$ cat src/rtl/mrrp_pkg.sv
package mrrp_pkg;

  localparam logic [1:0] MODE_START = 2'd0;
  localparam logic [1:0] MODE_BYTE  = 2'd1;
  localparam logic [1:0] MODE_TICK  = 2'd2;

  localparam logic STATUS_OK      = 1'b0;
  localparam logic STATUS_TIMEOUT = 1'b1;

  localparam logic CFG_DEVICE_ADDRESS = 1'b0;
  localparam logic CFG_TIMEOUT_MS     = 1'b1;

  localparam logic [7:0]  RESET_DEVICE_ADDRESS = 8'd1;
  localparam logic [15:0] RESET_TIMEOUT_MS     = 16'd1000;

  localparam logic [7:0]  REPLY_FUNC  = 8'h03;
  localparam logic [7:0]  REPLY_COUNT = 8'h02;
  localparam logic [15:0] CRC_SEED    = 16'hFFFF;
  localparam logic [15:0] CRC_POLY    = 16'hA001;

  typedef struct packed {
    logic        valid;
    logic        status;
    logic [15:0] speed_tenths;
  } result_t;

  // Modbus CRC-16, one byte, LSB first.
  function automatic logic [15:0] crc_add(input logic [15:0] crc, input logic [7:0] b);
    logic [15:0] c;
    c = crc ^ {8'h00, b};
    for (int k = 0; k < 8; k++) begin
      if (c[0]) begin
        c = (c >> 1) ^ CRC_POLY;
      end else begin
        c = c >> 1;
      end
    end
    return c;
  endfunction

endpackage

$ cat src/rtl/mrrp_parser.sv
module mrrp_parser (
  input  logic                 clk,
  input  logic                 rst,
  input  logic                 go,
  input  logic [1:0]           mode,
  input  logic [7:0]           rx_byte,
  input  logic [7:0]           device_address,
  input  logic [15:0]          timeout_ms,
  output mrrp_pkg::result_t    res
);
  import mrrp_pkg::*;

  typedef enum logic [2:0] {
    PH_ADDR, PH_FUNC, PH_COUNT, PH_VAL_HI, PH_VAL_LO, PH_CRC_LO, PH_CRC_HI
  } phase_t;

  phase_t      phase, phase_next;
  logic        armed, armed_next;
  logic [15:0] elapsed, elapsed_next;
  logic [15:0] crc, crc_next;
  logic [15:0] reading, reading_next;
  logic [7:0]  crc_lo, crc_lo_next;
  logic [15:0] crc_upd;
  logic        clear;

  assign crc_upd = crc_add((phase == PH_ADDR) ? CRC_SEED : crc, rx_byte);

  always_comb begin
    phase_next   = phase;
    armed_next   = armed;
    elapsed_next = elapsed;
    crc_next     = crc;
    reading_next = reading;
    crc_lo_next  = crc_lo;
    clear        = 1'b0;
    res          = '0;
    if (go) begin
      if (mode == MODE_START) begin
        armed_next   = 1'b1;
        elapsed_next = '0;
        clear        = 1'b1;
      end else if (armed && mode == MODE_TICK) begin
        if (elapsed >= timeout_ms) begin
          armed_next = 1'b0;
          clear      = 1'b1;
          res.valid  = 1'b1;
          res.status = STATUS_TIMEOUT;
        end else begin
          elapsed_next = elapsed + 16'd1;
        end
      end else if (armed && mode == MODE_BYTE) begin
        case (phase)
          PH_ADDR: begin
            if (rx_byte == device_address) begin
              crc_next   = crc_upd;
              phase_next = PH_FUNC;
            end
          end
          PH_FUNC: begin
            if (rx_byte == REPLY_FUNC) begin
              crc_next   = crc_upd;
              phase_next = PH_COUNT;
            end else begin
              clear = 1'b1;
            end
          end
          PH_COUNT: begin
            if (rx_byte == REPLY_COUNT) begin
              crc_next   = crc_upd;
              phase_next = PH_VAL_HI;
            end else begin
              clear = 1'b1;
            end
          end
          PH_VAL_HI: begin
            reading_next = {rx_byte, 8'h00};
            crc_next     = crc_upd;
            phase_next   = PH_VAL_LO;
          end
          PH_VAL_LO: begin
            reading_next = {reading[15:8], rx_byte};
            crc_next     = crc_upd;
            phase_next   = PH_CRC_LO;
          end
          PH_CRC_LO: begin
            crc_lo_next = rx_byte;
            phase_next  = PH_CRC_HI;
          end
          default: begin
            // A bad checksum drops the frame without a result.
            if (crc_lo == crc[7:0] && rx_byte == crc[15:8]) begin
              armed_next       = 1'b0;
              res.valid        = 1'b1;
              res.status       = STATUS_OK;
              res.speed_tenths = reading;
            end
            clear = 1'b1;
          end
        endcase
      end
    end
    if (clear) begin
      phase_next   = PH_ADDR;
      crc_next     = CRC_SEED;
      reading_next = '0;
      crc_lo_next  = '0;
    end
  end

  always_ff @(posedge clk) begin
    if (rst) begin
      phase   <= PH_ADDR;
      armed   <= 1'b0;
      elapsed <= '0;
      crc     <= CRC_SEED;
      reading <= '0;
      crc_lo  <= '0;
    end else begin
      phase   <= phase_next;
      armed   <= armed_next;
      elapsed <= elapsed_next;
      crc     <= crc_next;
      reading <= reading_next;
      crc_lo  <= crc_lo_next;
    end
  end

endmodule

$ cat src/rtl/mrrp_out_reg.sv
module mrrp_out_reg (
  input  logic              clk,
  input  logic              rst,
  input  logic              advance,
  input  mrrp_pkg::result_t res,
  output logic              out_valid,
  output logic              status,
  output logic [15:0]       speed_tenths
);
  import mrrp_pkg::*;

  always_ff @(posedge clk) begin
    if (rst) begin
      out_valid <= 1'b0;
    end else if (advance) begin
      out_valid <= res.valid;
    end
  end

  always_ff @(posedge clk) begin
    if (advance && res.valid) begin
      status       <= res.status;
      speed_tenths <= res.speed_tenths;
    end
  end

endmodule

$ cat src/rtl/modbus_rtu_reply_parser_top.sv
// Channel  Handshake            Payload
// in       in_valid / in_stall  mode[1:0], received_byte[7:0]
// out      out_valid/ out_stall status, speed_tenths[15:0]
// cfg      cfg_we               cfg_index[0], cfg_data[15:0]
//
// One beat per cycle sustained while the output is not stalled; a beat that causes
// a result is held in the input register, then the parser updates the output register.
// The byte-wide CRC update sits between those two registers and sets the path.
// Reset (rst, synchronous) disarms the session and loads the register defaults.
// A stalled output holds its beat; the input register then fills and in_stall rises.
module modbus_rtu_reply_parser_top (
  input  logic        clk,
  input  logic        rst,
  input  logic        in_valid,
  output logic        in_stall,
  input  logic [1:0]  mode,
  input  logic [7:0]  received_byte,
  output logic        out_valid,
  input  logic        out_stall,
  output logic        status,
  output logic [15:0] speed_tenths,
  input  logic        cfg_we,
  input  logic        cfg_index,
  input  logic [15:0] cfg_data
);
  import mrrp_pkg::*;

  logic [7:0]  device_address;
  logic [15:0] timeout_ms;
  logic        in_q_valid;
  logic [1:0]  in_q_mode;
  logic [7:0]  in_q_byte;
  logic        advance;
  logic        accept;
  result_t     res;

  assign advance  = !out_valid || !out_stall;
  assign in_stall = in_q_valid && !advance;
  assign accept   = in_valid && !in_stall;

  always_ff @(posedge clk) begin
    if (rst) begin
      device_address <= RESET_DEVICE_ADDRESS;
      timeout_ms     <= RESET_TIMEOUT_MS;
    end else if (cfg_we) begin
      case (cfg_index)
        CFG_DEVICE_ADDRESS: device_address <= cfg_data[7:0];
        CFG_TIMEOUT_MS:     timeout_ms     <= cfg_data;
        default:            ;
      endcase
    end
  end

  always_ff @(posedge clk) begin
    if (rst) begin
      in_q_valid <= 1'b0;
    end else begin
      in_q_valid <= accept || (in_q_valid && !advance);
    end
  end

  always_ff @(posedge clk) begin
    if (accept) begin
      in_q_mode <= mode;
      in_q_byte <= received_byte;
    end
  end

  mrrp_parser u_parser (
    .clk            (clk),
    .rst            (rst),
    .go             (in_q_valid && advance),
    .mode           (in_q_mode),
    .rx_byte        (in_q_byte),
    .device_address (device_address),
    .timeout_ms     (timeout_ms),
    .res            (res)
  );

  mrrp_out_reg u_out (
    .clk          (clk),
    .rst          (rst),
    .advance      (advance),
    .res          (res),
    .out_valid    (out_valid),
    .status       (status),
    .speed_tenths (speed_tenths)
  );

  a_timeout_zero: assert property (@(posedge clk) disable iff (rst)
    out_valid && status == STATUS_TIMEOUT |-> speed_tenths == 16'd0)
    else $error("timeout beat carries a nonzero reading");

  a_hold_pending: assert property (@(posedge clk) disable iff (rst)
    in_q_valid && !advance |=> in_q_valid && $stable(in_q_mode) && $stable(in_q_byte))
    else $error("pending input item lost while output stalled");

  a_stall_cause: assert property (@(posedge clk) disable iff (rst)
    in_stall |-> out_valid && out_stall && in_q_valid)
    else $error("input stalled without a blocked output");

endmodule
$ cat config.mk
export PLATFORM = sky130hd
export DESIGN_NAME = modbus_rtu_reply_parser_top
export DESIGN_NICKNAME = d
export VERILOG_FILES = /design/src/rtl/mrrp_pkg.sv /design/src/rtl/mrrp_parser.sv /design/src/rtl/mrrp_out_reg.sv /design/src/rtl/modbus_rtu_reply_parser_top.sv
export SDC_FILE = /design/constraint.sdc
export NUM_CORES = 1
export LEC_CHECK = 0
export BUFFER_PORTS_ARGS = -buffer_cell sky130_fd_sc_hd__clkbuf_2
export CAP_MARGIN = 20
export CORE_MARGIN = 2
export CORE_UTILIZATION = 40
export CTS_CLUSTER_SIZE = 40
export DETAILED_ROUTE_END_ITERATION = 16
export GPL_ROUTABILITY_DRIVEN = 0
export SYNTH_ARGS = -nofsm -noshare
export SYNTH_HDL_FRONTEND = slang
export SYNTH_SLANG_ARGS = --single-unit
export TNS_END_PERCENT = 10
$ cat constraint.sdc
create_clock -name clk -period 6.5 [get_ports clk]
set_clock_uncertainty 0.15 [all_clocks]
set_input_delay 0.65 -clock clk [delete_from_list [all_inputs] [get_ports clk]]
set_output_delay 0.65 -clock clk [all_outputs]
set_load 0.1 [all_outputs]
=== Word-level counts from Yosys, hierarchy flattened ===
Cells that the tools add are included.

* Flip-flop bits (word level): 113
* Word-level logic and storage cells: 130

* Muxes and demuxes: 43
* Reduce and logical (&&, ||, !) cells: 36
* Equal/unequal tests: 18
* Add/subtract/negate cells: 1
* Bitwise logic cells: 16
* Magnitude comparators: 1

{| class="wikitable"
|+ Operators with widths
! operator !! count
|-
| 16-bit two-way mux || 16
|-
| 18-bit two-way mux || 5
|-
| 16-bit one-hot mux with 4 select lines || 1
|-
| 16-bit one-hot mux with 2 select lines || 1
|-
| 8-bit == test || 3
|-
| 2-bit NOT with 3-bit output || 8
|-
| 3-bit one-hot mux with 6 select lines || 1
|-
| 16-bit by 1-bit adder with 16-bit output (second input constant) || 1
|-
| 8-bit by 2-bit == test with 1-bit output (second input constant) || 2
|-
| 16-bit >= comparator || 1
|-
| 8-bit AND reduction || 2
|-
| 16-bit by 8-bit XOR with 16-bit output || 1
|-
| 5-bit AND reduction || 3
|-
| 1-bit two-way mux || 13
|-
| 11-bit OR reduction || 1
|-
| 3-bit two-way mux || 3
|-
| 1-bit logical AND || 7
|-
| 1-bit NOT || 7
|-
| 3-bit by 2-bit == test with 1-bit output (second input constant) || 2
|-
| 3-bit == test (second input constant) || 2
|-
| 2-bit by 1-bit inequality test with 1-bit output (second input constant) || 3
|-
| 6-bit AND reduction || 1
|-
| 3-bit nonzero test || 2
|-
| 6-bit nonzero test || 1
|-
| other kinds (19) || 28
|}

=== Depth between registers and ports, before layout ===
* Depth after elaboration: 21
* Depth in mapped cells: 10

=== Modules after synthesis ===
Synthesis repeated with hierarchy kept, for this count alone.

* Cells, all modules: 594
* Area total of the unflattened synthesis: 5708.0 µm²

{| class="wikitable"
|+ By module, submodules not included
! module !! times used !! seq. area each (µm²) !! cells an instance !! area an instance (µm²)
|-
| mrrp_parser || 1 || 1201.2 || 454 || 3771.1
|-
| modbus_rtu_reply_parser_top || 1 || 800.8 || 119 || 1385.1
|-
| mrrp_out_reg || 1 || 530.5 || 21 || 551.8
|}

=== Worst setup path before layout ===
Ideal clock, no wire load.

* Kind: register to register
* Start: register u_out.out_valid
* End: register u_out.speed_tenths[0] (enable)
* Buffers on the path: 1
* Stages on the path, launching flop included: 8
* Setup time: 0.337 ns
* Arrival: 2.408 ns
* Path slack: 3.605 ns
* Path through: dfxtp_1 a21bo_1 nor2_1 and3_1 clkbuf_1 nand4_1 nor4_2 or2_2

* Cells in the longest elaborated chain, start to end: 5

{| class="wikitable"
|+ RTL lines
! item !! RTL line !! text
|-
| start, declared || mrrp_out_reg.sv:6 || <nowiki>output logic out_valid,</nowiki>
|-
| start signal, assigned || mrrp_out_reg.sv:16 || <nowiki>out_valid <= res.valid;</nowiki>
|-
| 1-bit zero test (*) || modbus_rtu_reply_parser_top.sv:37 || <nowiki>assign advance = !out_valid || !out_stall;</nowiki>
|-
| 1-bit logical OR (*) || modbus_rtu_reply_parser_top.sv:37 ||
|-
| 1-bit logical AND || modbus_rtu_reply_parser_top.sv:72 || <nowiki>.go (in_q_valid && advance),</nowiki>
|-
| 18-bit two-way mux || mrrp_parser.sv:37 || <nowiki>if (go) begin</nowiki>
|-
| 1-bit logical AND (*) || mrrp_out_reg.sv:21 || <nowiki>if (advance && res.valid) begin</nowiki>
|-
| end signal, assigned || mrrp_out_reg.sv:23 || <nowiki>speed_tenths <= res.speed_tenths;</nowiki>
|-
| end, declared || mrrp_out_reg.sv:8 || <nowiki>output logic [15:0] speed_tenths</nowiki>
|}

Mark *: on every way between the ends. The rest lies on a longest branch, timed or not.
A chain may end at the register's enable or synchronous reset.

=== Worst setup path after layout ===
* Start: register u_parser.elapsed[3]
* End: register u_out.speed_tenths[1] (enable)

* Cells in the longest elaborated chain, start to end: 6

{| class="wikitable"
|+ RTL lines
! item !! RTL line !! text
|-
| start, declared || mrrp_parser.sv:19 || <nowiki>logic [15:0] elapsed, elapsed_next;</nowiki>
|-
| start signal, assigned || mrrp_parser.sv:121 || <nowiki>elapsed <= elapsed_next;</nowiki>
|-
| 16-bit >= comparator || mrrp_parser.sv:43 || <nowiki>if (elapsed >= timeout_ms) begin</nowiki>
|-
| 2-bit two-way mux || mrrp_parser.sv:43 ||
|-
| 2-bit two-way mux || mrrp_parser.sv:42 || <nowiki>end else if (armed && mode == MODE_TICK) begin</nowiki>
|-
| 18-bit two-way mux || mrrp_parser.sv:38 || <nowiki>if (mode == MODE_START) begin</nowiki>
|-
| 18-bit two-way mux || mrrp_parser.sv:37 ||
|-
| 1-bit logical AND || mrrp_out_reg.sv:21 ||
|}

Every way passes these cells.

==> metrics <==
root buf cell=clkbuf_16; hold slack=0.259 ns; Synthesized Nets=644; Die Area=14400 sq um; multi-input gate area in the final layout=2660 sq um; clk buf depth=2; period utilisation layout=0.481; HP Class=primary input to register; Post-Synth Adder-Cell Area=0.0394; Seq. cell area=2530 sq um; Iteration-0 DRC Markers=190; register bit total from synthesis=113; Buffers on Ports=50; Post-CTS Setup Repair Bufs=0; Die Y=120 microns; part of the Yosys area used for sequential elements=0.469; hold endpoint=in_q_mode[0]; largest area contributor in the netlist=dfxtp_1; worst setup margin=3.37 ns; max-cap viol count=0; syn_area_per_cell=9.07 sq um; Placement Cell Area=5770 sq um; dpl cells=792; post-layout min period=3.13 ns; simple-gate share of the synthesized area=0.214; CTS Buf Count=17; Ys Warns=0; Yosys top cell area share=0.319; vias in the first global route=4061; status=complete, no violations; worst r2r src=u_parser.elapsed[3]; setup violators final=0; main combinational cell family by area after synthesis=simple AND/OR/NAND/NOR gates; xor and xnor area share after synthesis=0.106; initial antenna violation count=0; P per Cell Area=284 nW/um^2; remaining global-route overflow=0; Yosys cell types=47; fin nets=684; DIE WIDTH=120 microns; synth cell count leaders=nand2_1 (91), dfxtp_1 (86), a21oi_1 (52); ranking of synthesized cells by area=dfxtp_1 (32%), edfxtp_1 (15%), nand2_1 (6.3%); # fillers=1265; hold_buf cts=0; drt first pass iters=5; Async S/R FF share, synth=0; Rows=42; htree depth=4; final core occ=0.484; crit-path most repeated cell=or2_2; later-pin clock latency in the skew report=0.42 ns; final slew viol count=0; post-placement worst setup slack=3.40 ns; clk slew on worst S/H paths=0.05 ns; static leakage=2.48 nW; critical path endpoint category=register; Tot Pwr=1.81 mW; largest net degree at the start of global routing=31; EDFF count, synth=27; Rel. slew slack=0.352; Residual DRC=0; Ports=51; Layout Cells excl Fill=824; Final Hold Fails=0; share of cells above drive strength 1=0.142; Post-CTS Resized=0; Hold Startpoint=mode[0]; first-pass GRT wire length=19.5 mm; CP max stage delay=0.59 ns; WP data arrival=3.10 ns; netlist area before placement=5400 sq um; Fmax=320 MHz; cell count after synthesis=595; antenna diode count=0; CP Max Fanout=17; Clock Sinks=113; total track usage=0.173; RR Endpoint=u_out.speed_tenths[1]; Starting Density=0.409; CP Cell Sequence=ha_1 -> a2111oi_2 -> o21ai_1 -> a2111oi_4 -> o21ba_2 -> or2_2 -> inv_1 -> or2_2; via count=4160; WL/cell=14.2 microns; main flop type after synthesis=dfxtp_1; post-DP HPWL=8.33 mm; Routed Wire Length=11.7 mm; r2r worst-path depth=8; core area=13200 sq um; area grow syn2layout=18.2%; Compound-Gate Fraction of Synth Area=0.115; Setup TNS Final=0 ns; crit path kind=register to register; CP Launch Type=register; top-count cell post-synth=nand2_1; R2R Setup Slk=3.37 ns; CTS tree=done; Antenna Violating Nets Remaining=0; CP required=6.47 ns; WHS Path Cells=1; Slew @ Worst Pin=0.969 ns; Via-to-Cell Ratio=5.05; Slowest-stage cell, CP=a2111oi_4; maximum vdd drop=150 uV; fin area=6380 sq um; proportion of synthesized area in mux cells=0.0167; RSZ-0062 raised after global routing=false
logic make-up after synthesis:
logic type                 count (synthesis)
adders and majority gates                 17
AOI/OAI and AO/OA                         99
muxes                                      9
DFF                                      113
buffers and inverters                     54
and+or+nand+nor                          239
xor gates and xnor gates                  64
worst max-delay path, delay by kind of cell (launching register included):
kind	cells	cell delay, ns
AOI/OAI and AO/OA	4	1.34
adders and majority gates	1	0.28
buffers and inverters	1	0.06
DFF	1	0.41
and+or+nand+nor	2	0.58
cells in the final DEF (no fill, tap or decap), types with 4 or more instances in the layout:
| cell type | instances |
|---|---|
| nor2_1 | 41 |
| nand3b_1 | 7 |
| o21ai_0 | 10 |
| inv_1 | 21 |
| buf_4 | 4 |
| bufinv_16 | 4 |
| nand2_1 | 91 |
| nor2b_1 | 8 |
| ha_1 | 17 |
| o211ai_1 | 13 |
| a21o_1 | 4 |
| nand3_1 | 25 |
| nor4_1 | 5 |
| a21oi_1 | 52 |
| nand2b_1 | 4 |
| and2_1 | 20 |
| xor2_1 | 26 |
| nor3_1 | 9 |
| nand4_1 | 7 |
| clkbuf_2 | 50 |
| or3_1 | 6 |
| mux2i_1 | 9 |
| and3_1 | 4 |
| clkbuf_16 | 17 |
| xnor2_1 | 37 |
| edfxtp_1 | 27 |
| dfxtp_1 | 86 |
cell type report:
cell class / count / share of cell area
clock buffers: 21 / 0.0706
multi-input cells: 428 / 0.416
inverters: 21 / 0.0124
flip-flops and latches: 113 / 0.397
clock inverters: 11 / 0.0255
repair buffers: 54 / 0.0439
well taps: 176 / 0.0345
flip-flops by register name (all words and copies together) (netlist names):
signal,flops
in_q_mode,2
in_q_valid,1
u_parser.phase,3
u_out.out_valid,1
in_q_byte,8
u_parser.reading,16
u_parser.armed,1
device_address,8
u_parser.elapsed,16
u_out.status,1
u_parser.crc,16
u_parser.crc_lo,8
u_out.speed_tenths,16
timeout_ms,16
power breakdown:
| group | switching, mW | total [mW] | internal, mW |
|---|---|---|---|
| combinational | 0.0516 | 0.0978 | 0.0462 |
| sequential | 0.0220 | 0.754 | 0.732 |
| clock | 0.315 | 0.962 | 0.647 |
| total | 0.388 | 1.81 | 1.43 |
how the worst max path moves through the flow:
stage                         from                    end  slack [ns]
6_report       u_parser.elapsed[3]  u_out.speed_tenths[1]        3.37
5_1_grt        u_parser.elapsed[3]  u_out.speed_tenths[1]        3.22
4_1_cts        u_parser.elapsed[3]  u_out.speed_tenths[1]        3.37
3_5_place_dp   u_parser.elapsed[3]  u_out.speed_tenths[1]        3.40
3_3_place_gp         timeout_ms[3]  u_out.speed_tenths[1]        3.47
2_1_floorplan      u_out.out_valid  u_out.speed_tenths[0]        3.61
layer usage:
metal  part of all wire  global-route usage  routed length (microns)  up-vias
met3              0.044              0.0447                      521       20
met2               0.48               0.283                     5610       99
li1                   -                   -                        -     2115
met4              0.021              0.0728                      250        0
met5                  0                   0                        0        -
met1               0.46               0.217                     5330     1926
(Power assumes the default switching activity.)
